File: src/rtl/qvp_pkg.sv
// ----------------------------------------------------------------------------
// qvp_pkg
// types and constants shared by the quad virtual point block
// ----------------------------------------------------------------------------
package qvp_pkg;

   localparam int COORD_W   = 32;
   localparam int FRAC_BITS = 16;
   localparam int TAG_W     = 16;
   localparam int FIT_BITS  = 31;
   localparam int MUL_W     = 32;
   localparam int PROD_W    = 2 * MUL_W;
   localparam int EDGE_W    = COORD_W + 1;
   localparam int TOT_W     = COORD_W + 3;
   localparam int ROOT_W    = PROD_W / 2;
   localparam int QUO_W     = FRAC_BITS + 1;
   localparam int DVD_W     = ROOT_W + FRAC_BITS;

   localparam logic signed [TOT_W-1:0] SAT_HI =
      signed'(TOT_W'((65'd1 << (COORD_W - 1)) - 65'd1));
   localparam logic signed [TOT_W-1:0] SAT_LO = -SAT_HI - TOT_W'(1);

   typedef logic signed [COORD_W-1:0] coord_type;

   typedef struct packed {
      coord_type        point_x;
      coord_type        point_y;
      coord_type        point_z;
      logic [TAG_W-1:0] tag_id;
   } req_type;

   typedef struct packed {
      coord_type        virt_x;
      coord_type        virt_y;
      coord_type        virt_z;
      logic [TAG_W-1:0] out_tag;
   } rsp_type;

   typedef struct packed {
      coord_type x;
      coord_type y;
      coord_type z;
   } corner_type;

   function automatic coord_type pick(input corner_type c, input int k);
      coord_type v;
      v = (k == 0) ? c.x : ((k == 1) ? c.y : c.z);
      return v;
   endfunction

endpackage

File: src/rtl/qvp_mul.sv
// ----------------------------------------------------------------------------
// qvp_mul
// shared signed multiplier with registered product
// ----------------------------------------------------------------------------
module qvp_mul import qvp_pkg::*; (
   input  logic                     clock,
   input  logic signed [MUL_W-1:0]  op_a,
   input  logic signed [MUL_W-1:0]  op_b,
   output logic signed [PROD_W-1:0] prod
);

   logic signed [PROD_W-1:0] prod_ff;

   always_ff @(posedge clock) begin
      prod_ff <= PROD_W'(op_a) * PROD_W'(op_b);
   end

   assign prod = prod_ff;

endmodule

File: config.mk
export PLATFORM = sky130hd
export DESIGN_NAME = qvp_mul
export DESIGN_NICKNAME = d
export VERILOG_FILES = /design/src/rtl/qvp_pkg.sv /design/src/rtl/qvp_mul.sv
export SDC_FILE = /design/constraint.sdc
export NUM_CORES = 2
export LEC_CHECK = 0
export ABC_AREA = 1
export BUFFER_PORTS_ARGS = -buffer_cell sky130_fd_sc_hd__buf_2
export CAP_MARGIN = 20
export CORE_UTILIZATION = 56
export DETAILED_ROUTE_END_ITERATION = 10
export PLACE_DENSITY = 0.75
export SYNTH_ARGS = -nofsm -noshare
export SYNTH_HDL_FRONTEND = slang
export SYNTH_SLANG_ARGS = --single-unit
File: constraint.sdc
create_clock -name clock -period 7.8 [get_ports clock]
set_input_delay 0.78 -clock clock [delete_from_list [all_inputs] [get_ports clock]]
set_output_delay 0.78 -clock clock [all_outputs]
set_load 0.05 [all_outputs]
[Yosys cells after proc, flatten, opt, wreduce, memory -nomap -nowiden]
Cells that the tools add are included.
Storage, ports and cells
  register bits: 64
  input bits: 65
  word-level logic and storage cells: 2
Operators by class
  $mul: 1
Operators by type and width (count)
  32-bit by 32-bit multiplier with 64-bit output: 1

[Longest topological paths before layout]
  word-level depth: 1
  gate-level depth with buffers: 31
  depth with buffers taken out: 30

[Worst setup path before layout]
OpenSTA, ideal clock, no wires.
  path type: input port to flip-flop
  from: input port op_a[31]
  to: register prod_ff[59], in the netlist prod[59]
  library setup time: 0.113 ns
  arrival: 7.312 ns
  required time: 7.687 ns
  path slack: 0.376 ns
  cell stages on the path: 27
  buffers on the path: 1
  cell sequence: clkbuf_1 > nand2_1 > inv_1 > fa_1 > inv_1 > fa_1 > inv_1 > fa_1 > fa_1 > inv_1 > fa_1 > inv_1 > fa_1 > inv_1 > fa_1 > fa_1 > inv_1 > ha_1 > nand2_2 > nor2_1 > inv_1 > nor2_1 > nand2_1 > nor3_1 > nand2_1 > nand4_1 > nand2_1
On the way
  word-level cells in the longest chain between the ends: 1
RTL lines
  start: declaration: RTL line qvp_mul.sv:7  | input logic signed [MUL_W-1:0] op_a,
  32-bit by 32-bit multiplier with 64-bit output: RTL line qvp_mul.sv:15  | prod_ff <= PROD_W'(op_a) * PROD_W'(op_b);
  end signal: assignment: RTL line qvp_mul.sv:15
  end: declaration: RTL line qvp_mul.sv:12  | logic signed [PROD_W-1:0] prod_ff;
No other way between the ends.

[Worst setup path in the final report]
  from: input port op_a[9]
  to: register prod_ff[48], in the netlist prod[48]
The elaborated chain is that of the path after synthesis.

==> results.yml <==
run_status:
  status: "finished, final reports clean"
clock_network:
  cts_root_buf: "clkbuf_16"
  cts_buffers: 9
  cts_setup_buffers: 0
  clkTransAtPathRegs_ns: 0.06
  htreeDepth: 3
  clockBufferDepth: 2
  tritoncts: "done"
  postCtsHoldBufs: 0
  cts.sinks: 64
sta:
  rsz0062_at_grt: "no"
  finalMaxSlewViolations: 0
  slew_headroom_pct: 47.3
  post-route-period-util_pct: 94.2
  worst_slack_ns: 0.450
  finalCriticalPeriod_ns: 7.35
  fmaxAchievable_mhz: 136
  finalSetupTns_ns: 0
  final-hold-violation-count: 0
  setup_viol: 0
  tightest_slew_ns: 0.790
layout:
  n_fill_cell: 6200
  final_cell_mix: "inv_1 (1,692), nand2_1 (1,504), fa_1 (1,082), ha_1 (184), buf_4 (161)"
  drive_gt1_share_pct: 7.57
  largest_reg_flops: 64
  nets: 6573
  fin_area_sq_um: 43000
  area_growth_pct: 7.07
  finish.utilization_pct: 61.1
  final_common_cell: "inv_1"
drt:
  first_pass_iters: 5
  wirelength_um: 107000
  vias: 31500
  drc: 0
  routed_via_density: 5.09
  wl_per_cell_um: 17.2
  postRouteAntennaNets: 0
  drt_iter0_drc: 2533
global_routing:
  antenna_found_initial: 5
  grt_max_degree: 33
  grt_pass1_wl_um: 176000
  grt_overflow_total: 0
  grt_usage_pct: 30.8
  grt_pass1_vias: 33700
worst_setup_path:
  worst_setup_path_start_kind: "input port"
  end_kind: "flop"
  cp_max_fo: 20
  worst-endpoint-arrival_ns: 7.59
  cp.required_ns: 8.04
  crit_type: "input port to flop"
yosys:
  ys_seq_area_share_pct: 3.19
  avgSynthCellArea_sq_um: 7.85
  synth_nets: 6455
  syn_inst: 5124
  ys_types: 27
  ys_seq_elements: 64
  yosys_warnings: 0
  synth_area_sq_um: 40200
run:
  drv_cap: 0
worst_hold_path:
  min_path_type: "input port to flop"
floorplanning:
  die_h_um: 270
  row_count: 97
  fp.dieW_um: 270
  start_util_pct: 57.0
  io_pins: 129
  die-area_sq_um: 72900
  coreArea_sq_um: 70500
place:
  port_buffers: 128
  placed_cell_area_sq_um: 42700
  pre_cts_ws_ns: 0.0410
  dp_hpwl_um: 95100
  place.gp.congestion: 0.954
## repair_timing
| action | 4_1_cts | 5_1_grt |
|---|---|---|
| gates resized for setup | 0 | 2 |
| endpoints found under the setup margin | 0 | 6 |
| hold endpoints to repair | 0 | 0 |
## metal layers
metal  wire length [um]  track usage [%]  up-vias
met1              42700             42.4    15900
met2              51500             51.2     1279
met4               3210             8.67        0
met5                  0                0        -
met3               9220             4.35      198
li1                   -                -    14200
## cells in the mapped netlist
library cell | n | area share (%)
o21a_1 | 1 | 0.019
o21bai_1 | 8 | 0.15
nand3b_1 | 6 | 0.11
xnor2_1 | 3 | 0.065
nand3_1 | 73 | 0.91
xor2_1 | 31 | 0.68
inv_1 | 1692 | 16
nor2_4 | 3 | 0.084
or2_2 | 7 | 0.11
nand3_2 | 6 | 0.15
inv_2 | 8 | 0.075
nand2_2 | 21 | 0.33
dfxtp_1 | 64 | 3.2
o21ai_0 | 17 | 0.21
a21oi_2 | 1 | 0.022
o21ai_1 | 4 | 0.050
nand2_1 | 1504 | 14
nor2_1 | 93 | 0.87
nand4_1 | 13 | 0.20
nor3_1 | 11 | 0.14
a21o_1 | 2 | 0.037
clkbuf_1 | 192 | 1.8
ha_1 | 184 | 5.7
nor2_2 | 31 | 0.48
fa_1 | 1082 | 54
nor3_2 | 5 | 0.12
a21oi_1 | 62 | 0.77
## stage by stage
| step | instances | hold WS [ns] |
|---|---|---|
| 3_5_place_dp | 6171 | 1.25 |
| 4_1_cts | 6187 | 0.973 |
| 5_1_grt | 6191 | 1.00 |
| 3_3_place_gp | 6171 | 1.25 |
| 6_report | 6193 | 0.990 |
| 2_1_floorplan | 5124 | 0.878 |
## cell families after synthesis
| group | after synthesis | share of synthesized area [%] |
|---|---|---|
| flip-flops | 64 | 3.19 |
| AND/OR/NAND/NOR | 1773 | 17.5 |
| buffers and inverters | 1892 | 17.7 |
| XOR/XNOR | 34 | 0.741 |
| AO/OA/AOI/OAI | 95 | 1.26 |
| adder cells (fa/ha/maj) | 1266 | 59.6 |
## path summary, 6_finish.rpt
path | start | depth (start not counted) | end | slack [ns]
worst max-delay path | op_a[9] | 25 | prod[48]$_DFF_P_ | 0.45
worst min-delay path | op_a[0] | 4 | prod[0]$_DFF_P_ | 0.99
## worst max-delay path, stage by stage
cell and delay [ns]:
buf_2 0.46, buf_4 0.39, nand2_1 0.12, fa_1 0.52, inv_1 0.06, fa_1 0.48, fa_1 0.57, fa_1 0.45
fa_1 0.55, fa_1 0.45, fa_1 0.50, inv_1 0.10, fa_1 0.50, inv_1 0.05, ha_1 0.34, nand2_1 0.10
nand2_1 0.07, a21oi_1 0.25, o21ai_1 0.11, buf_4 0.17, buf_4 0.13, a21oi_1 0.21, nand3_1 0.12, nand2_1 0.07
nand2_1 0.04
## layout make-up
type                            count  area [sq um]  share of cell area, %
Clock buffer                       10           239                  0.555
Antenna cell                        6          15.0                 0.0349
Clock inverter                      6          91.3                  0.212
Inverter                         1700          6380                   14.8
Multi-Input combinational cell   3168         31800                   73.9
Timing Repair Buffer              299          2040                   4.75
Tap cell                          940          1180                   2.73
Sequential cell                    64          1280                   2.98
Power is not shown: default switching activity piles up to over one toggle a cycle in this logic, so the estimate is an artifact.
