### config.mk
export PLATFORM = sky130hd
export DESIGN_NAME = qvp_div
export DESIGN_NICKNAME = d
export VERILOG_FILES = /design/src/rtl/qvp_pkg.sv /design/src/rtl/qvp_div.sv
export SDC_FILE = /design/constraint.sdc
export NUM_CORES = 1
export LEC_CHECK = 0
export ABC_CLOCK_PERIOD_IN_PS = 4100
export BUFFER_PORTS_ARGS = -buffer_cell sky130_fd_sc_hd__buf_4
export CAP_MARGIN = 5
export CORE_MARGIN = 1.5
export CORE_UTILIZATION = 25
export CTS_BUF_LIST = sky130_fd_sc_hd__clkbuf_8
export DETAILED_ROUTE_END_ITERATION = 16
export PLACE_DENSITY = 0.4
export SETUP_SLACK_MARGIN = 0.2
export SYNTH_ARGS = -nofsm -noshare
export SYNTH_HDL_FRONTEND = slang
export SYNTH_SLANG_ARGS = --single-unit
### constraint.sdc
create_clock -name clock -period 4.1 [get_ports clock]
set_clock_uncertainty 0.05 [all_clocks]
set_input_delay 0.82 -clock clock [delete_from_list [all_inputs] [get_ports clock]]
set_output_delay 0.82 -clock clock [all_outputs]
set_load 0.02 [all_outputs]
### src/rtl/qvp_pkg.sv
// ----------------------------------------------------------------------------
// qvp_pkg
// types and constants shared by the quad virtual point block
// ----------------------------------------------------------------------------
package qvp_pkg;

   localparam int COORD_W   = 32;
   localparam int FRAC_BITS = 16;
   localparam int TAG_W     = 16;
   localparam int FIT_BITS  = 31;
   localparam int MUL_W     = 32;
   localparam int PROD_W    = 2 * MUL_W;
   localparam int EDGE_W    = COORD_W + 1;
   localparam int TOT_W     = COORD_W + 3;
   localparam int ROOT_W    = PROD_W / 2;
   localparam int QUO_W     = FRAC_BITS + 1;
   localparam int DVD_W     = ROOT_W + FRAC_BITS;

   localparam logic signed [TOT_W-1:0] SAT_HI =
      signed'(TOT_W'((65'd1 << (COORD_W - 1)) - 65'd1));
   localparam logic signed [TOT_W-1:0] SAT_LO = -SAT_HI - TOT_W'(1);

   typedef logic signed [COORD_W-1:0] coord_type;

   typedef struct packed {
      coord_type        point_x;
      coord_type        point_y;
      coord_type        point_z;
      logic [TAG_W-1:0] tag_id;
   } req_type;

   typedef struct packed {
      coord_type        virt_x;
      coord_type        virt_y;
      coord_type        virt_z;
      logic [TAG_W-1:0] out_tag;
   } rsp_type;

   typedef struct packed {
      coord_type x;
      coord_type y;
      coord_type z;
   } corner_type;

   function automatic coord_type pick(input corner_type c, input int k);
      coord_type v;
      v = (k == 0) ? c.x : ((k == 1) ? c.y : c.z);
      return v;
   endfunction

endpackage

### src/rtl/qvp_div.sv
// ----------------------------------------------------------------------------
// qvp_div
// restoring divider, one quotient bit per cycle
// ----------------------------------------------------------------------------
module qvp_div import qvp_pkg::*; (
   input  logic              clock,
   input  logic              reset,
   input  logic              start,
   input  logic [DVD_W-1:0]  dividend,
   input  logic [ROOT_W-1:0] divisor,
   output logic              done,
   output logic [QUO_W-1:0]  quotient
);

   localparam int CNT_W = $clog2(QUO_W + 1);

   logic [ROOT_W-1:0] rem_ff;
   logic [QUO_W-1:0]  low_ff;
   logic [QUO_W-1:0]  quo_ff;
   logic [CNT_W-1:0]  cnt_ff;
   logic              done_ff;
   logic [ROOT_W:0]   rem_t;

   assign rem_t = {rem_ff, low_ff[QUO_W-1]};

   always_ff @(posedge clock) begin
      if (reset) begin
         cnt_ff  <= '0;
         done_ff <= 1'b0;
      end else begin
         done_ff <= 1'b0;
         if (start) begin
            cnt_ff <= CNT_W'(QUO_W);
         end else if (cnt_ff != '0) begin
            cnt_ff <= cnt_ff - CNT_W'(1);
            if (cnt_ff == CNT_W'(1)) begin
               done_ff <= 1'b1;
            end
         end
      end
   end

   always_ff @(posedge clock) begin
      if (start) begin
         rem_ff <= ROOT_W'(dividend[DVD_W-1:QUO_W]);
         low_ff <= dividend[QUO_W-1:0];
         quo_ff <= '0;
      end else if (cnt_ff != '0) begin
         low_ff <= low_ff << 1;
         if (rem_t >= {1'b0, divisor}) begin
            rem_ff <= ROOT_W'(rem_t - {1'b0, divisor});
            quo_ff <= {quo_ff[QUO_W-2:0], 1'b1};
         end else begin
            rem_ff <= ROOT_W'(rem_t);
            quo_ff <= {quo_ff[QUO_W-2:0], 1'b0};
         end
      end
   end

   assign done     = done_ff;
   assign quotient = quo_ff;

endmodule

Word level (Yosys, flattened, before mapping)

Index checks and enable logic that the tools add are counted.

$add $sub $neg: 2
$lt $le $gt $ge: 1
Eq/ne operators: 1
Mux-type cells: 9
Bitwise logic cells: 1
Reductions and logical operators: 4

Operator list:

| cell                                                | number |
|---|---|
| 2-to-1 mux 31 bit                                   | 2 |
| 2-to-1 mux 17 bit                                   | 2 |
| greater-or-equal comparator 33 x 32 -> 1 bit        | 1 |
| 2-to-1 mux 32 bit                                   | 1 |
| subtractor 32 bit                                   | 1 |
| 2-to-1 mux 5 bit                                    | 2 |
| equality test 5 x 1 -> 1 bit, second input constant | 1 |
| nonzero test 5 bit                                  | 1 |
| subtractor 5 x 1 -> 5 bit, second input constant    | 1 |
| OR reduction 3 bit                                  | 1 |
| 2-to-1 mux 1 bit                                    | 2 |
| nonzero test 2 bit                                  | 1 |
| OR reduction 2 bit                                  | 1 |
| NOT 1 bit                                           | 1 |

Flip-flop bits (word level): 72
Input bits: 83
Output and inout port bits: 18
Word-level logic and storage cells: 25

Depth between registers and ports, before layout

Word-level depth: 4
Depth in mapped cells: 12
Gate-level depth less buffers: 12

Worst setup path before layout

OpenSTA, ideal clock, no wires.

Path kind: input-to-reg
From: in divisor[3]
To: reg rem_ff[10] (data pin)
Setup time: 260 ps
Data arrival time: 3,127 ps
Data required time: 3,790 ps
Setup slack: 664 ps
Cell stages on the path: 11
Buffers on the path: 1
Cells stage by stage: inv_1 -> ha_1 -> a21o_1 -> a21oi_1 -> nand3b_1 -> a32oi_1 -> o2111ai_4 -> and2_4 -> buf_6 -> mux2_4 -> mux2_2

Word-level cells in the longest chain between the ends: 4
Elaborated cells on any way between the ends: 5
Those cells by class: 1 x add/sub; 1 x order compare; 3 x mux

Ends and longest elaborated chain:

| what                                                                              | line                         | source |
|---|---|---|
| start, declared                                                                   | qvp_div.sv:10                | `input logic [ROOT_W-1:0] divisor,` |
| subtractor 32 bit or greater-or-equal comparator 33 x 32 -> 1 bit (tied branches) | qvp_div.sv:51, qvp_div.sv:50 |  |
| 2-to-1 mux 32 bit (*)                                                             | qvp_div.sv:50                | `if (rem_t >= {1'b0, divisor}) begin` |
| 2-to-1 mux 31 bit (*)                                                             | qvp_div.sv:48                | `end else if (cnt_ff != '0) begin` |
| 2-to-1 mux 31 bit (*)                                                             | qvp_div.sv:44                | `if (start) begin` |
| end signal, assigned                                                              | qvp_div.sv:45                | `rem_ff <= ROOT_W'(dividend[DVD_W-1:QUO_W]);` |
| end signal, assigned                                                              | qvp_div.sv:51                | `rem_ff <= ROOT_W'(rem_t - {1'b0, divisor});` |
| end signal, assigned                                                              | qvp_div.sv:54                | `rem_ff <= ROOT_W'(rem_t);` |
| end, declared                                                                     | qvp_div.sv:17                | `logic [ROOT_W-1:0] rem_ff;` |

Mark *: on every way between the ends. The rest lies on a longest branch, timed or not. The select of a mux whose other input is x is not followed.
A chain may end at the register's enable or synchronous reset.

Final worst setup path

From: in divisor[3]
To: reg rem_ff[3] (data pin)

Same word-level chain as after synthesis.

==> run_results.csv <==
group,metric,value,unit
status,run_status,"completed",
clock_network,post_cts.resized_instances,0,
sta,final.period_utilization,0.8590,
critical_path,end_kind,"flop",
critical_path,setup.worst_path.start_class,"primary input",
critical_path,worstPathCellList,"buf_4, inv_1, ha_1, a21o_1, a21oi_1, nand3b_1, a32oi_1, o2111ai_4, and2_4, mux2_1, mux2_2",
floorplanning,placeableCoreArea,20360,um2
clock_network,post_cts_hold_buffer_count,0,
power_and_ir_drop,power.ir.vdd_worst,0.2251,mV
sta,grt_setup_unrepaired,"no",
worst_hold_path,hold_path_class,"flop to flop",
cells_and_area,fraction_of_final_layout_cells_sized_beyond_drive_strength_1,0.2716,
critical_path,crit-reg2reg-capture,"rem_ff[3]$_DFFE_PP_",
grt,grt_use_total,0.1350,
synthesis,synth_edf_count,48,
synthesis,synth.ff_latch_count,72,
clock_network,clock_tree.htree_level_count,3,
sta,minimum_hold_slack,414.0,ps
sta,worstMarginPinSlew,713.4,ps
critical_path,timing.critical_path.arrival,3600,ps
floorplanning,die_x,147.6,um
critical_path,worstReg2RegStart,"rem_ff[1]$_DFFE_PP_",
grt,gr-total-overflow,0,
run,max-cap-violations,0,
sta,maxSlewHeadroom,0.5233,
detailed_routing,number_of_antenna_violating_nets_in_the_routed_design,0,
critical_path,timing.reg2reg.setup_slack,730,ps
clock_network,cts_made_buffers,9,
floorplanning,effective_utilization_at_floorplan,0.2568,
clock_network,worst_setup_hold_path_clk_slew,90,ps
sta,fmax,0.2839,GHz
cells_and_area,finalNetCount,773,
clock_network,cts_tree,"yes",
sta,shortest_clock_period_the_worst_path_allows_after_layout,3522,ps
floorplanning,rows,52,
placement,gpl_wtd_cong,0.7796,
floorplanning,die_area,21790,um2
detailed_routing,detail_route.wl_per_cell,15.47,um
clock_network,cts_num_sinks,72,
floorplanning,die_height,147.6,um
critical_path,slowest_delay,490,ps
critical_path,cp-endpoint,"rem_ff[3]$_DFFE_PP_",
power_and_ir_drop,design_power_total,4.663,mW
sta,finalSetupViolations,0,
clock_network,cts.root.buffer_cell,"sky130_fd_sc_hd__clkbuf_8",
synthesis,yosysTopAreaCellShare,0.2757,
cells_and_area,final_design_area_no_fill,6492,um2
cells_and_area,num-fill-cells,2161,
grt,grt_pass1_vias,4646,
placement,port-buffer-count,100,
critical_path,cpMaxStageDelayCell,"sky130_fd_sc_hd__a32oi_1",
synthesis,ys_top_cells_by_area,"sky130_fd_sc_hd__edfxtp_1 28%, sky130_fd_sc_hd__dfxtp_1 9.2%, sky130_fd_sc_hd__ha_1 8.4%",
synthesis,synth_cells,556,
placement,placed_area,6292,um2
synthesis,sequential_element_share_of_the_synthesized_area,0.3676,
clock_network,post_cts_buffers,0,
critical_path,timing.critical_path.fanout_max,30,
detailed_routing,post_drt_via_cell_ratio,4.797,
detailed_routing,via_count,4456,
grt,antenna_found_initial,0,
clock_network,insertion_delay,380,ps
sta,final-hold-violation-count,0,
grt,grt_max_degree,54,
grt,grt_pass1_wl,23470,um
power_and_ir_drop,p_per_area,718.2,nW/um2
detailed_routing,drt_iter0_markers,191,
floorplanning,floorplan.io_pins,101,
detailed_routing,drtPass1Iterations,4,
sta,setup_total_negative_slack,0,ps
cells_and_area,final-seq-area,1922,um2
placement,detailedPlacementHpwl,10660,um
critical_path,r2r.worst_path.cells,9,
synthesis,syn_nets,675,
critical_path,crit_start,"divisor[3]",
cells_and_area,area.growth.synth_to_final,24.17,%
synthesis,ys.warnings.count,0,
synthesis,synthArstFlopShare,0,
synthesis,synth_top_flop_cell,"sky130_fd_sc_hd__edfxtp_1",
synthesis,syn-mean-instance-area,9.404,um2
critical_path,critical_path_class,"primary input to flop",
synthesis,netlist_area,5229,um2
sta,slew_violations,0,
detailed_routing,drc,0,
power_and_ir_drop,power.leakage,2.745,nW
critical_path,worstPathRequired,4170,ps
clock_network,ctsLongestPathBuffers,2,
detailed_routing,routed_wirelength,14380,um
synthesis,synth_top_area_cell,"sky130_fd_sc_hd__edfxtp_1",
synthesis,synth_cell_types,64,
cells_and_area,insertedDiodeCount,0,
cells_and_area,multi_input_comb_area,3045,um2
area by class of cell:
| type | count | area share |
|---|---|---|
| inverter | 41 | 0.02370 |
| sequential | 72 | 0.2960 |
| clock inverter | 7 | 0.01176 |
| tap | 270 | 0.05203 |
| clock buffer | 9 | 0.01908 |
| multi-input combinational | 419 | 0.4691 |
| timing repair buffer | 111 | 0.1283 |
cell usage in the layout (no fill, tap or decap), types with 4 or more instances in the layout:
cell,count
sky130_fd_sc_hd__and3_1,4
sky130_fd_sc_hd__nor2b_1,11
sky130_fd_sc_hd__nand3_1,10
sky130_fd_sc_hd__a21oi_1,57
sky130_fd_sc_hd__mux2_2,33
sky130_fd_sc_hd__o21bai_1,5
sky130_fd_sc_hd__inv_1,41
sky130_fd_sc_hd__dfxtp_1,24
sky130_fd_sc_hd__edfxtp_1,48
sky130_fd_sc_hd__o31ai_1,5
sky130_fd_sc_hd__nor3_1,11
sky130_fd_sc_hd__nor2_1,30
sky130_fd_sc_hd__nand2_1,60
sky130_fd_sc_hd__xor2_1,7
sky130_fd_sc_hd__mux2i_1,4
sky130_fd_sc_hd__a21o_1,13
sky130_fd_sc_hd__o21ai_1,9
sky130_fd_sc_hd__buf_4,111
sky130_fd_sc_hd__and2_1,4
sky130_fd_sc_hd__a221oi_1,4
sky130_fd_sc_hd__nand3b_1,4
sky130_fd_sc_hd__nor4_1,6
sky130_fd_sc_hd__o21a_1,5
sky130_fd_sc_hd__nor4b_1,6
sky130_fd_sc_hd__nand4_1,4
sky130_fd_sc_hd__a211oi_1,8
sky130_fd_sc_hd__xnor2_1,16
sky130_fd_sc_hd__mux2_4,12
sky130_fd_sc_hd__or3_1,5
sky130_fd_sc_hd__o21ai_0,7
sky130_fd_sc_hd__clkbuf_8,9
sky130_fd_sc_hd__ha_1,35
where the power goes:
| group | internal [mW] | switching (mW) | leakage (nW) |
|---|---|---|---|
| registers | 1.07 | 0.130 | 0.692 |
| logic | 1.33 | 1.50 | 1.95 |
| clock network | 0.290 | 0.339 | 0.107 |
| total | 2.69 | 1.97 | 2.74 |
layer usage:
metal	vias up	GRT usage	routed length, um
li1	2229	-	-
met1	2101	0.1744	6638
met2	113	0.2210	6657
met3	13	0.03395	890
met4	0	0.04150	188
met5	-	0	0
kinds of logic after synthesis:
group | Yosys count | share of synthesized area
xor+xnor | 23 | 0.03853
flops | 72 | 0.3676
simple gates | 167 | 0.1587
fa+ha+maj | 36 | 0.08758
mux | 52 | 0.1196
compound gates | 141 | 0.1776
buf+inv | 65 | 0.05049
flip-flops by register name, summed over array words and instances (netlist names):
signal    count
rem_ff       32
low_ff       17
done          1
cnt_ff        5
quotient     17
worst max-delay path: cells and delay by family:
family / cells / cell delay (ps)
buffers and inverters: 2 / 100
adder cells (fa/ha/maj): 1 / 350
AO/OA/AOI/OAI: 4 / 1090
AND/OR/NAND/NOR: 2 / 600
multiplexers: 2 / 610
worst min-delay path by stage:
stage	startpoint	end	cells after the start
4_1_cts	quotient[16]$_SDFFE_PP0P_	quotient[16]$_SDFFE_PP0P_	2
3_5_place_dp	quotient[16]$_SDFFE_PP0P_	quotient[16]$_SDFFE_PP0P_	2
3_3_place_gp	quotient[16]$_SDFFE_PP0P_	quotient[16]$_SDFFE_PP0P_	2
2_1_floorplan	cnt_ff[1]$_SDFFE_PP0P_	cnt_ff[1]$_SDFFE_PP0P_	2
6_report	quotient[16]$_SDFFE_PP0P_	quotient[16]$_SDFFE_PP0P_	2
5_1_grt	quotient[16]$_SDFFE_PP0P_	quotient[16]$_SDFFE_PP0P_	2
stage by stage:
| stage | cells | setup WS [ps] | utilization |
|---|---|---|---|
| floorplan | 556 | 663.5 | - |
| global placement | 913 | 299.8 | 0.3090 |
| detailed placement | 913 | 184.4 | 0.3090 |
| CTS | 929 | 560.1 | 0.3188 |
| global route | 929 | 395.5 | 0.3188 |
| finish | 929 | 578.2 | 0.3188 |
cell usage after synthesis, drive strengths merged, types with 6 or more instances:
cell type / count
nor4: 6
nand3: 10
edfxtp: 48
inv: 41
mux2: 48
ha: 35
nor4b: 6
nor2b: 11
o31ai: 6
nor3: 11
a21oi: 57
buf: 8
o21ai: 17
a21o: 13
a211oi: 8
clkbuf: 16
xnor2: 16
nand2: 60
xor2: 7
nor2: 30
dfxtp: 24
Note: power is estimated with default switching activity, not from simulation.
