## src/rtl/qvp_pkg.sv

```systemverilog
// ----------------------------------------------------------------------------
// qvp_pkg
// types and constants shared by the quad virtual point block
// ----------------------------------------------------------------------------
package qvp_pkg;

   localparam int COORD_W   = 32;
   localparam int FRAC_BITS = 16;
   localparam int TAG_W     = 16;
   localparam int FIT_BITS  = 31;
   localparam int MUL_W     = 32;
   localparam int PROD_W    = 2 * MUL_W;
   localparam int EDGE_W    = COORD_W + 1;
   localparam int TOT_W     = COORD_W + 3;
   localparam int ROOT_W    = PROD_W / 2;
   localparam int QUO_W     = FRAC_BITS + 1;
   localparam int DVD_W     = ROOT_W + FRAC_BITS;

   localparam logic signed [TOT_W-1:0] SAT_HI =
      signed'(TOT_W'((65'd1 << (COORD_W - 1)) - 65'd1));
   localparam logic signed [TOT_W-1:0] SAT_LO = -SAT_HI - TOT_W'(1);

   typedef logic signed [COORD_W-1:0] coord_type;

   typedef struct packed {
      coord_type        point_x;
      coord_type        point_y;
      coord_type        point_z;
      logic [TAG_W-1:0] tag_id;
   } req_type;

   typedef struct packed {
      coord_type        virt_x;
      coord_type        virt_y;
      coord_type        virt_z;
      logic [TAG_W-1:0] out_tag;
   } rsp_type;

   typedef struct packed {
      coord_type x;
      coord_type y;
      coord_type z;
   } corner_type;

   function automatic coord_type pick(input corner_type c, input int k);
      coord_type v;
      v = (k == 0) ? c.x : ((k == 1) ? c.y : c.z);
      return v;
   endfunction

endpackage

```

## src/rtl/qvp_sqrt.sv

```systemverilog
// ----------------------------------------------------------------------------
// qvp_sqrt
// bit-serial integer square root, one root bit per cycle
// ----------------------------------------------------------------------------
module qvp_sqrt import qvp_pkg::*; (
   input  logic              clock,
   input  logic              reset,
   input  logic              start,
   input  logic [PROD_W-1:0] radicand,
   output logic              done,
   output logic [ROOT_W-1:0] root
);

   localparam int CNT_W = $clog2(ROOT_W + 1);

   logic [PROD_W-1:0] rad_ff;
   logic [ROOT_W+1:0] rem_ff;
   logic [ROOT_W-1:0] root_ff;
   logic [CNT_W-1:0]  cnt_ff;
   logic              done_ff;
   logic [ROOT_W+3:0] rem_t;
   logic [ROOT_W+3:0] trial;

   assign rem_t = {rem_ff, rad_ff[PROD_W-1 -: 2]};
   assign trial = {2'b00, root_ff, 2'b01};

   always_ff @(posedge clock) begin
      if (reset) begin
         cnt_ff  <= '0;
         done_ff <= 1'b0;
      end else begin
         done_ff <= 1'b0;
         if (start) begin
            cnt_ff <= CNT_W'(ROOT_W);
         end else if (cnt_ff != '0) begin
            cnt_ff <= cnt_ff - CNT_W'(1);
            if (cnt_ff == CNT_W'(1)) begin
               done_ff <= 1'b1;
            end
         end
      end
   end

   always_ff @(posedge clock) begin
      if (start) begin
         rad_ff  <= radicand;
         rem_ff  <= '0;
         root_ff <= '0;
      end else if (cnt_ff != '0) begin
         rad_ff <= rad_ff << 2;
         if (rem_t >= trial) begin
            rem_ff  <= (ROOT_W + 2)'(rem_t - trial);
            root_ff <= {root_ff[ROOT_W-2:0], 1'b1};
         end else begin
            rem_ff  <= (ROOT_W + 2)'(rem_t);
            root_ff <= {root_ff[ROOT_W-2:0], 1'b0};
         end
      end
   end

   assign done = done_ff;
   assign root = root_ff;

endmodule

```

## config.mk

```make
export PLATFORM = sky130hd
export DESIGN_NAME = qvp_sqrt
export DESIGN_NICKNAME = d
export VERILOG_FILES = /design/src/rtl/qvp_pkg.sv /design/src/rtl/qvp_sqrt.sv
export SDC_FILE = /design/constraint.sdc
export NUM_CORES = 1
export LEC_CHECK = 0
export ABC_CLOCK_PERIOD_IN_PS = 4050
export BUFFER_PORTS_ARGS = -buffer_cell sky130_fd_sc_hd__buf_2
export CORE_AREA = 2 2 162 164
export CTS_BUF_LIST = sky130_fd_sc_hd__clkbuf_16
export DETAILED_ROUTE_END_ITERATION = 8
export DIE_AREA = 0 0 164 166
export PLACE_DENSITY = 0.45
export SLEW_MARGIN = 0
export SYNTH_ARGS = -nofsm -noshare
export SYNTH_HDL_FRONTEND = slang
export SYNTH_SLANG_ARGS = --single-unit
```

## constraint.sdc

```tcl
create_clock -name clock -period 4.05 [get_ports clock]
set_input_delay 0.81 -clock clock [delete_from_list [all_inputs] [get_ports clock]]
set_output_delay 0.81 -clock clock [all_outputs]
set_load 0.02 [all_outputs]
```

After elaboration in Yosys (flattened, before gate mapping)
Index checks and enable logic that the tools add are counted.
{"block": "classes", "addsub": 2, "muxes": 7, "reduce_logical": 4, "n_eq_ne": 1, "bitwise_logic": 1, "n_lt_le_gt_ge": 1}
{"cell": "$mux 64", "n": 2}
{"cell": "$ge 36x34->1", "n": 1}
{"cell": "$mux 34", "n": 1}
{"cell": "$sub 34x34->34", "n": 1}
{"cell": "$mux 6", "n": 2}
{"cell": "$eq 6x1->1 const B", "n": 1}
{"cell": "$reduce_bool 6->1", "n": 1}
{"cell": "$sub 6x1->6 const B", "n": 1}
{"cell": "$reduce_or 3->1", "n": 1}
{"cell": "$mux 1", "n": 2}
{"cell": "$reduce_bool 2->1", "n": 1}
{"cell": "$reduce_or 2->1", "n": 1}
{"cell": "$not 1->1", "n": 1}
{"block": "totals", "inputBits": 67, "out_inout_bits": 33, "ff_bits": 137, "wordCells": 22}

Logic depth before layout (Yosys ltp)
Gate-level depths: netlist of the first run.
{"block": "logic_depth", "ltp_word": 3, "depth_mapped": 13, "ltp_nobuf": 11}

Least setup slack after synthesis of the first run
OpenSTA, ideal clock, no wires.
{"block": "synth_path", "path_kind": "register to register", "start": "register cnt_ff[0]", "end": "register rad_ff[0], enable pin", "t_required_ps": 3361, "path_stages_with_launch": 8, "synth_period_minus_slack_ps": 3626, "arrival_ps": 2936, "slack_ps": 424, "setup_time_ps": 689, "n_path_buf": 2, "cell_sequence": "dfxtp_1 > inv_1 > ha_1 > nand2_1 > nor3_1 > clkbuf_1 > clkbuf_1 > nand2_1"}
{"block": "synth_via", "elab_chain_cells": 2}
{"element": "from (decl)", "line": "qvp_sqrt.sv:19", "rtl": "logic [CNT_W-1:0] cnt_ff;"}
{"element": "from (signal assigned)", "line": "qvp_sqrt.sv:34", "rtl": "cnt_ff <= CNT_W'(ROOT_W);"}
{"element": "from (signal assigned)", "line": "qvp_sqrt.sv:36", "rtl": "cnt_ff <= cnt_ff - CNT_W'(1);"}
{"element": "$reduce_bool 6->1", "line": "qvp_sqrt.sv:49", "rtl": "end else if (cnt_ff != '0) begin"}
{"element": "$reduce_bool 2->1 (no source line)"}
{"element": "to (signal assigned)", "line": "qvp_sqrt.sv:46", "rtl": "rad_ff <= radicand;"}
{"element": "to (signal assigned)", "line": "qvp_sqrt.sv:50", "rtl": "rad_ff <= rad_ff << 2;"}
{"element": "to (decl)", "line": "qvp_sqrt.sv:16", "rtl": "logic [PROD_W-1:0] rad_ff;"}
No other way between the ends.
A chain may end at the register's enable or synchronous reset.

Worst setup path in the final report of the first run
{"block": "layout_path", "start": "register root_ff[3], in the netlist root[3]", "end": "register rem_ff[21]"}
{"block": "layout_via", "elab_chain_cells": 2, "elab_cells_between_ends": 3, "classes_between": "add/sub (1); order compare (1); mux (1)"}
{"element": "from (decl)", "line": "qvp_sqrt.sv:18", "rtl": "logic [ROOT_W-1:0] root_ff;"}
{"element": "from (signal assigned)", "line": "qvp_sqrt.sv:53", "rtl": "root_ff <= {root_ff[ROOT_W-2:0], 1'b1};"}
{"element": "from (signal assigned)", "line": "qvp_sqrt.sv:56", "rtl": "root_ff <= {root_ff[ROOT_W-2:0], 1'b0};"}
{"element": "$sub 34x34->34 or $ge 36x34->1 (tied branches)", "line": "qvp_sqrt.sv:52, qvp_sqrt.sv:51"}
{"element": "$mux 34 *", "line": "qvp_sqrt.sv:51", "rtl": "if (rem_t >= trial) begin"}
{"element": "to (signal assigned)", "line": "qvp_sqrt.sv:52", "rtl": "rem_ff <= (ROOT_W + 2)'(rem_t - trial);"}
{"element": "to (signal assigned)", "line": "qvp_sqrt.sv:55", "rtl": "rem_ff <= (ROOT_W + 2)'(rem_t);"}
{"element": "to (decl)", "line": "qvp_sqrt.sv:17", "rtl": "logic [ROOT_W+1:0] rem_ff;"}
Mark *: on every way between the ends. The rest lies on a longest branch, timed or not.

==> impl_metrics.tcl, run 1 <==
set metrics [dict create \
    clock-root-buffer "clkbuf_16" \
    p_leak_nw 3.667 \
    ir_worst_vdd_v 0.0002411 \
    syn_inst 771 \
    synth-main-ff-cell "dfxtp_1" \
    grt_pass1_vias 5836 \
    worst_slew_margin_rel_pct 44.56 \
    reg2reg_slack_ps 460 \
    core_um2 25620 \
    antenna_found_initial 4 \
    finalCriticalPeriod_ps 3595 \
    final_layout_size_suffix_gt1_share_pct 24.23 \
    worstPathArrival_ps 3930 \
    num_vias 5785 \
    synth_edf_count 64 \
    pin_count 100 \
    final_max_slew_viol_count 0 \
    skew_ps 14.41 \
    timing.fmax_mhz 278.2 \
    setup_violations 0 \
    rr_endpoint "rem_ff[21]" \
    initial_core_util_pct 29.39 \
    rr_worst_depth 12 \
    cts_made_buffers 17 \
    hpwlAfterDp_um 12890 \
    worstHoldPathType "reg -> reg" \
    grt_max_degree 61 \
    io_buffers 99 \
    pre_cts_ws_ps 445.0 \
    end_kind "flop" \
    min-delay-start "root[0]" \
    cp_max_fo 23 \
    row_count 59 \
    die_area_um2 27220 \
    worst_hold_path.num_cells 2 \
    yosysTopAreaCellShare_pct 25.53 \
    tightest_slew_ps 831.6 \
    status "finished clean" \
    gp_congestion 0.7832 \
    insertion_delay_ps 440 \
    power.density_nw_per_um2 798.0 \
    final_cell_mix "buf_2, nand2_1, dfxtp_1" \
    grt_usage_pct 13.90 \
    fin_crit_sh_pct 88.76 \
    ys_seq_area_share_pct 44.94 \
    fp.dieH_um 166 \
    cp_slowest_cell "a221o_1" \
    crit_type "reg -> reg" \
    gr-total-overflow 0 \
    rsz0062_at_grt "false" \
    via_per_inst 4.797 \
    hold_violations 0 \
    ant_nets 0 \
    clockBufferDepth 2 \
    final_area_um2 9002 \
    hold_end "root[1]" \
    timing.critical_path.mode_cell "a211oi_1" \
    yosys-top-cells-area "edfxtp_1, dfxtp_1, mux2_2, ha_1, nand2_1" \
    area_delta_synth_final_pct 19.58 \
    crit_required_ps 4390 \
    crit_chain "inv_1 -> ha_1 -> a211oi_1 -> nor3b_1 -> or3_1 -> a211o_1 -> a221o_1 -> o21ai_2 -> a31oi_4 -> buf_4 -> mux2i_1 -> a211oi_1" \
    drtIter0Drc 311 \
    avgSynthCellArea_um2 9.765 \
    syn_area_um2 7528 \
    grt_pass1_wl_um 30370 \
    cts_setup_buffers 0 \
    nets 961 \
    clock-sinks 137 \
    synth_area_leader_cell "edfxtp_1" \
    cts_resized 0 \
    die_x_um 164 \
    reg2reg_from "root[3]" \
    ys_seq_elements 137 \
    drt_first_pass_iters 4 \
    final_common_cell "buf_2" \
    drcViolationCount 0 \
    fin_setup_tns_ps 0 \
    final_util_pct 35.14 \
    path_clk_slew_ps 70 \
    crit_path_start_kind "flop" \
    cts_hold_buf 0 \
    max_cap_violations 0 \
    routedWlPerCell_um 15.33 \
    synth_fp_nets 874 \
    crit_buf_inv 2 \
    wirelength_um 18490 \
    dpl_cell_area_um2 8391 \
    setup_slack_ps 455.3 \
    cts_tree "yes" \
    yosysWarnings 0 \
    diodes 0 \
    h-tree-depth 4 \
    async_flop_share_pct 0 \
    synthDistinctLibCells 58 \
    slowest_delay_ps 390 \
    crit_family "compound AO/OA/AOI/OAI gates" \
]
-- registers in the layout (all words and copies together), names as in the netlist --
| name | flops |
|---|---|
| rad_ff | 64 |
| rem_ff | 34 |
| root | 32 |
| cnt_ff | 6 |
| done | 1 |
-- where the power goes --
part / internal (mW) / switching, mW
Clock: 0.843 / 0.750
Sequential: 1.85 / 0.171
Combinational: 1.52 / 2.04
-- stage by stage --
stage / total power [mW] / hold slack, ps / cells
2_1_floorplan: 4.789 / 461.8 / 771
3_3_place_gp: 5.648 / 467.0 / 1174
3_5_place_dp: 5.632 / 476.9 / 1174
4_1_cts: 7.280 / 488.4 / 1206
5_1_grt: 7.755 / 511.0 / 1206
6_report: 7.184 / 479.8 / 1206
-- layout make-up --
type / instances / area (um2)
tap: 335 / 419.2
sequential: 137 / 3383
fill: 2648 / 16610
inverter: 52 / 195.2
timing repair buffer: 110 / 593.1
clock buffer: 17 / 425.4
clock inverter: 15 / 186.4
multi-input combinational: 540 / 3800
-- worst max path at each step --
stage | from | endpoint | slack (ps) | depth (start not counted)
floorplan | cnt_ff[0] | rad_ff[0] | 420 | 7
global placement | root[3] | rem_ff[17] | 560 | 12
detailed placement | root[3] | rem_ff[31] | 440 | 12
CTS | root[3] | rem_ff[31] | 410 | 12
global route | root[3] | rem_ff[22] | 230 | 12
finish | root[3] | rem_ff[21] | 460 | 12
-- worst register-to-register path, cell delays in order (launching register included) --
cell and delay [ps]:
dfxtp_1 370, inv_1 60, ha_1 370, a211oi_1 270, nor3b_1 100, or3_1 330
a211o_1 300, a221o_1 390, o21ai_2 250, a31oi_4 360, buf_4 340, mux2i_1 130
a211oi_1 260
-- metal layers --
layer | global-route usage [%] | share of wire [%] | up-vias
li1 | - | - | 2959
met1 | 17.94 | 47 | 2699
met2 | 22.23 | 46 | 104
met3 | 4.945 | 5.8 | 17
met4 | 3.204 | 1.0 | 6
met5 | 0 | 0.17 | -
-- cells in the mapped netlist, types with 2 or more instances --
library cell and count:
nand2_1 92, dfxtp_1 73, a21oi_1 67, edfxtp_1 64, mux2_2 62, inv_1 52, nor2_1 42, clkbuf_1 37
ha_1 36, a211oi_1 27, mux2i_1 22, a21o_1 19, o21ai_0 19, xnor2_1 18, xor2_1 15, nor3_1 13
nand3_1 12, and3_1 9, nand4_1 9, o21bai_1 7, a31oi_1 5, o31a_1 5, a311o_1 4, and2_1 4
nand2b_1 4, nor4_1 4, o211ai_1 4, o21a_1 4, buf_2 3, nor3b_1 3, o22ai_1 3, o31ai_1 3
a221oi_1 2, nor2b_1 2, nor4b_1 2, or3_1 2
-- logic make-up after synthesis --
logic type / share of synthesized area, %
muxes: 12.20
xor gates and xnor gates: 3.839
buffers and inverters: 4.836
and+or+nand+nor: 12.27
AOI/OAI and AO/OA: 15.94
adders and majority gates: 5.983
DFF: 44.94
(Power assumes the default switching activity.)
==> run 2: changes to the inputs <==
--- a/config.mk
+++ b/config.mk
@@ -7,11 +7,11 @@
 export LEC_CHECK = 0
 export ABC_CLOCK_PERIOD_IN_PS = 4050
 export BUFFER_PORTS_ARGS = -buffer_cell sky130_fd_sc_hd__buf_2
-export CORE_AREA = 2 2 162 164
+export CORE_AREA = 3 3 130 132
 export CTS_BUF_LIST = sky130_fd_sc_hd__clkbuf_16
 export DETAILED_ROUTE_END_ITERATION = 8
-export DIE_AREA = 0 0 164 166
-export PLACE_DENSITY = 0.45
+export DIE_AREA = 0 0 133 135
+export PLACE_DENSITY = 0.65
 export SLEW_MARGIN = 0
 export SYNTH_ARGS = -nofsm -noshare
 export SYNTH_HDL_FRONTEND = slang
==> run 2 against run 1 <==
Effect of this change: die area shrank 34%; combinational power barely moved; register-to-register slack got worse by 40 ps; power is 0.43% higher; critical path depth did not move; via count grew 3.7%; critical path type unchanged; sequential power about the same; flip-flop and latch count stayed put; largest cell class unchanged.
==> impl_metrics.tcl, run 2 (same netlist as run 1, synthesis figures left out) <==
set metrics [dict create \
    dpl_cell_area_um2 8222 \
    final_layout_size_suffix_gt1_share_pct 23.82 \
    cts_hold_buf 0 \
    grt_pass1_vias 6082 \
    grt_max_degree 88 \
    drt_first_pass_iters 5 \
    diodes 0 \
    reg2reg_from "root[15]" \
    grt_usage_pct 19.47 \
    status "finished clean" \
    worstHoldPathType "reg -> reg" \
    nets 960 \
    seqPwrFrac_pct 28.3 \
    final_common_cell "buf_2" \
    num_vias 6000 \
    max_cap_violations 0 \
    timing.fmax_mhz 275.1 \
    internal-power_mw 4.399 \
    wirelength_um 17250 \
    final_area_um2 8842 \
    antenna_found_initial 0 \
    drcViolationCount 0 \
    min-delay-start "root[1]" \
    cts_made_buffers 17 \
    tightest_slew_ps 1037 \
    skew_ps 9.788 \
    initial_core_util_pct 47.57 \
    fin_crit_sh_pct 89.75 \
    die_area_um2 17960 \
    p_sw_mw 2.816 \
    clock-root-buffer "clkbuf_16" \
    setup_slack_ps 415.2 \
    regMostFlops "rad_ff" \
    rsz0062_at_grt "false" \
    io_buffers 99 \
    finalPower_mw 7.215 \
    crit_required_ps 4290 \
    end_kind "flop" \
    p_sw_share_pct 39.03 \
    hpwlAfterDp_um 12020 \
    insertion_delay_ps 420 \
    crit_path_start_kind "flop" \
    row_count 46 \
    pin_count 100 \
    final_cell_mix "buf_2, nand2_1, dfxtp_1" \
    cts_resized 0 \
    via_per_inst 5.530 \
    pre_cts_ws_ps 454.3 \
    cts_setup_buffers 0 \
    gp_congestion 0.9205 \
    routedWlPerCell_um 15.89 \
    crit_type "reg -> reg" \
    area_delta_synth_final_pct 17.45 \
    reg2reg_slack_ps 420 \
    grt_pass1_wl_um 28590 \
    core_um2 15830 \
    final_max_slew_viol_count 0 \
    cts_tree "yes" \
    h-tree-depth 4 \
    ant_nets 0 \
    largest_reg_flops 64 \
    gr-total-overflow 0 \
    die_x_um 133 \
    drtIter0Drc 420 \
    rr_endpoint "rem_ff[21]" \
    hold_end "root[2]" \
    p_leak_nw 3.658 \
    power.density_nw_per_um2 816.0 \
    ir_worst_vdd_v 0.0003647 \
    finalCriticalPeriod_ps 3635 \
    worst_slew_margin_rel_pct 30.62 \
    worst_hold_path.num_cells 2 \
    path_clk_slew_ps 60 \
    clockBufferDepth 2 \
    fp.dieH_um 135 \
    cp_max_fo 26 \
    worstPathArrival_ps 3880 \
    rr_worst_depth 12 \
    hold_violations 0 \
    setup_violations 0 \
    fin_setup_tns_ps 0 \
    clkPwrFrac_pct 22.7 \
    clock-sinks 137 \
    combinationalPowerShare_pct 49.0 \
]
run 2: cell count changes in the layout (fill, tap and decap cells not counted), sizes merged:
cell,before,now
clkinv,6,5
clkinvlp,0,1
bufinv,0,4
inv,61,56
buf,110,109
run 2: cell type report:
type | count | area, um2
Clock inverter | 14 | 195.2
Clock buffer | 17 | 425.4
Multi-Input combinational cell | 540 | 3800
Tap cell | 216 | 270.3
Sequential cell | 137 | 3383
Fill cell | 1451 | 6985
Timing Repair Buffer | 109 | 573.1
Inverter | 52 | 195.2
run 2: worst max-delay path by stage:
| stage | slack [ps] | to | from | cells after the start |
|---|---|---|---|---|
| floorplan | 420 | rad_ff[0] | cnt_ff[0] | 7 |
| global placement | 610 | rem_ff[16] | root[3] | 12 |
| finish | 420 | rem_ff[21] | root[15] | 12 |
| global route | 110 | rem_ff[21] | root[14] | 12 |
| CTS | 410 | rem_ff[21] | root[3] | 12 |
| detailed placement | 450 | rem_ff[21] | root[14] | 12 |
run 2: routing by layer:
layer	GRT usage, %	share of wire [%]	vias to the layer above
met2	32.62	49	169
met5	0	0	-
met4	6.293	1.5	0
met1	23.64	43	2845
li1	-	-	2960
met3	6.706	7.1	26
run 2: metrics by stage:
step	std cells	hold slack [ps]	utilization, %
2_1_floorplan	771	461.8	-
3_3_place_gp	1054	463.4	51.94
3_5_place_dp	1054	475.0	51.94
4_1_cts	1085	484.9	55.87
5_1_grt	1085	510.1	55.87
6_report	1085	478.4	55.87
run 2: power groups by stage:
stage          clock, mW  sequential (mW)  combinational (mW)
2_1_floorplan          0             2.01                2.78
5_1_grt             1.73             2.08                3.91
4_1_cts             1.67             2.04                3.52
6_report            1.64             2.04                3.54
3_5_place_dp           0             2.06                3.49
3_3_place_gp           0             2.05                3.41
run 2: critical path, stage by stage, from the launching register on:
cell and delay, ps:
dfxtp_1 370, inv_1 60, ha_1 410, and3_1 250, nand2_1 110, nor3_1 320
a211o_1 220, a221o_1 240, o21ai_2 120, a31oi_4 690, buf_4 340, mux2i_1 240
a211oi_1 110
==> run 3: changes to the inputs <==
--- a/config.mk
+++ b/config.mk
@@ -5,12 +5,13 @@
 export SDC_FILE = /design/constraint.sdc
 export NUM_CORES = 1
 export LEC_CHECK = 0
+export ABC_AREA = 1
 export ABC_CLOCK_PERIOD_IN_PS = 4050
 export BUFFER_PORTS_ARGS = -buffer_cell sky130_fd_sc_hd__buf_2
-export CORE_AREA = 3 3 130 132
+export CORE_AREA = 3 3 136 138
 export CTS_BUF_LIST = sky130_fd_sc_hd__clkbuf_16
 export DETAILED_ROUTE_END_ITERATION = 8
-export DIE_AREA = 0 0 133 135
+export DIE_AREA = 0 0 139 141
 export PLACE_DENSITY = 0.65
 export SLEW_MARGIN = 0
 export SYNTH_ARGS = -nofsm -noshare
==> run 3 against run 2 <==
Effect of this change: sequential power fell by 6%; power grew 6.1%; clock skew is 0.87 ps lower; clock power decreased by 5%; synthesized cell count grew 54%.
==> impl_metrics.tcl, run 3 <==
set metrics [dict create \
    status "finished clean" \
    core_um2 17300 \
    timing.critical_path.mode_cell "inv_1" \
    grt_pass1_wl_um 33760 \
    yosysWarnings 0 \
    final_common_cell "nand2_1" \
    pin_count 100 \
    drt_first_pass_iters 5 \
    die_x_um 139 \
    final_util_pct 54.80 \
    gp_congestion 0.9181 \
    p_leak_nw 4.972 \
    synth_area_leader_cell "edfxtp_1" \
    hold_violations 0 \
    via_per_inst 4.892 \
    power.density_nw_per_um2 807.7 \
    diodes 0 \
    synth_edf_count 64 \
    routedWlPerCell_um 13.38 \
    row_count 48 \
    worstHoldPathType "reg -> reg" \
    clock-root-buffer "clkbuf_16" \
    crit_path_start_kind "flop" \
    combinationalPowerShare_pct 54.7 \
    ys_seq_elements 137 \
    cp_max_fo 33 \
    ys_seq_area_share_pct 41.04 \
    largest_reg_flops 64 \
    post-synth-top-count-cell "nand2_1" \
    regArea_um2 3383 \
    fp.dieH_um 141 \
    cp_slowest_cell "inv_1" \
    h-tree-depth 4 \
    cts_tree "yes" \
    async_flop_share_pct 0 \
    p_sw_mw 3.551 \
    cp-startpoint "cnt_ff[0]" \
    slowest_delay_ps 930 \
    seqPwrFrac_pct 25.1 \
    synth_fp_nets 1289 \
    timing.fmax_mhz 357.4 \
    final_layout_size_suffix_gt1_share_pct 12.59 \
    antenna_found_initial 0 \
    fin_setup_tns_ps 0 \
    ant_nets 0 \
    skew_ps 8.918 \
    fin_crit_sh_pct 69.08 \
    synthDistinctLibCells 32 \
    max_cap_violations 0 \
    reg2reg_slack_ps 1250 \
    clock-sinks 137 \
    path_clk_slew_ps 60 \
    cts_made_buffers 17 \
    dpl_cell_area_um2 8901 \
    tightest_slew_ps 1231 \
    hpwlAfterDp_um 14480 \
    synth-main-ff-cell "dfxtp_1" \
    worst_slew_margin_rel_pct 17.84 \
    regMostFlops "rad_ff" \
    avgSynthCellArea_um2 6.950 \
    worstPathArrival_ps 3150 \
    drtIter0Drc 423 \
    final_area_um2 9478 \
    cts_hold_buf 0 \
    crit_required_ps 4400 \
    yosysTopAreaCellShare_pct 23.32 \
    reg2reg_from "cnt_ff[0]" \
    drcViolationCount 0 \
    rsz0062_at_grt "false" \
    die_area_um2 19600 \
    grt_usage_pct 20.93 \
    gr-total-overflow 0 \
    crit_type "reg -> reg" \
    grt_pass1_vias 6982 \
    wirelength_um 20230 \
    cts_resized 0 \
    clkPwrFrac_pct 20.2 \
    crit_chain "inv_1 -> ha_1 -> inv_1 -> nor2_1 -> nand2_1 -> nand2_1 -> buf_4 -> inv_1 -> nand3_1 -> o21ai_1" \
    area_delta_synth_final_pct 14.98 \
    nets 1377 \
    insertion_delay_ps 420 \
    yosys-top-cells-area "edfxtp_1, nand2_1, dfxtp_1, inv_1, ha_1" \
    final_cell_mix "nand2_1, inv_1, buf_2" \
    initial_core_util_pct 47.66 \
    grt_max_degree 77 \
    ir_worst_vdd_v 0.0003964 \
    io_buffers 99 \
    internal-power_mw 4.104 \
    multiInputGateArea_um2 3990 \
    p_sw_share_pct 46.39 \
    num_vias 7396 \
    netlist_top_cells_count "nand2_1, inv_1, nand3_1" \
    min-delay-start "rem_ff[33]" \
    final_max_slew_viol_count 0 \
    setup_violations 0 \
    cts_setup_buffers 0 \
    fill_cells 1733 \
    syn_inst 1186 \
    clockBufferDepth 2 \
    end_kind "flop" \
    finalCriticalPeriod_ps 2798 \
    syn_area_um2 8243 \
]
-- run 3: metrics by stage --
step | worst slack (ps) | total power, mW | hold slack (ps) | instances
final | 1252 | 7.655 | 468.9 | 1512
after CTS | 1323 | 7.660 | 470.1 | 1512
after global placement | 1428 | 6.041 | 440.9 | 1480
after floorplan | 664.1 | 5.236 | 426.8 | 1186
after detailed placement | 1344 | 6.079 | 460.1 | 1480
after global routing | 1051 | 8.341 | 478.9 | 1512
-- run 3: cell type report --
class,count,area share (%)
Timing Repair Buffer,105,5.835
Tap cell,225,2.970
Multi-Input combinational cell,829,42.10
Sequential cell,137,35.70
Clock inverter,15,1.597
Inverter,184,7.314
Clock buffer,17,4.488
-- run 3: path summary, 6_finish.rpt --
check               end  cells after the start
max reg2reg   rem_ff[5]                     10
min reg2reg  rem_ff[33]                      2
min          rem_ff[33]                      2
max           rem_ff[5]                     10
-- run 3: layer usage --
metal,GRT usage (%),share of wire [%]
met1,27.42,47
met2,34.72,46
met3,4.919,5.5
met4,6.179,1.6
met5,0,0
-- run 3: critical path: cells and delay by family, from the launching register on --
kind | cells | cell delay (ps)
AO/OA/AOI/OAI | 1 | 130
adder cells (fa/ha/maj) | 1 | 220
AND/OR/NAND/NOR | 4 | 610
buffers and inverters | 4 | 1350
flip-flops | 1 | 370
-- run 3: cell families (layout without fill, tap and decap cells) --
group                      count (synthesis)  in the layout  share of synthesized area [%]
adders and majority gates                 36             36                          5.464
DFF                                      137            137                          41.04
and+or+nand+nor                          683            683                          34.61
buffers and inverters                    220            321                          10.55
xor gates and xnor gates                  19             19                          2.019
AOI/OAI and AO/OA                         91             91                          6.315
-- run 3: power groups by stage --
stage	sequential, mW	clock, mW	combinational, mW
floorplan	1.93	0	3.31
global placement	1.94	0	4.10
detailed placement	1.95	0	4.13
CTS	1.92	1.57	4.16
global route	1.95	1.64	4.75
finish	1.92	1.55	4.18
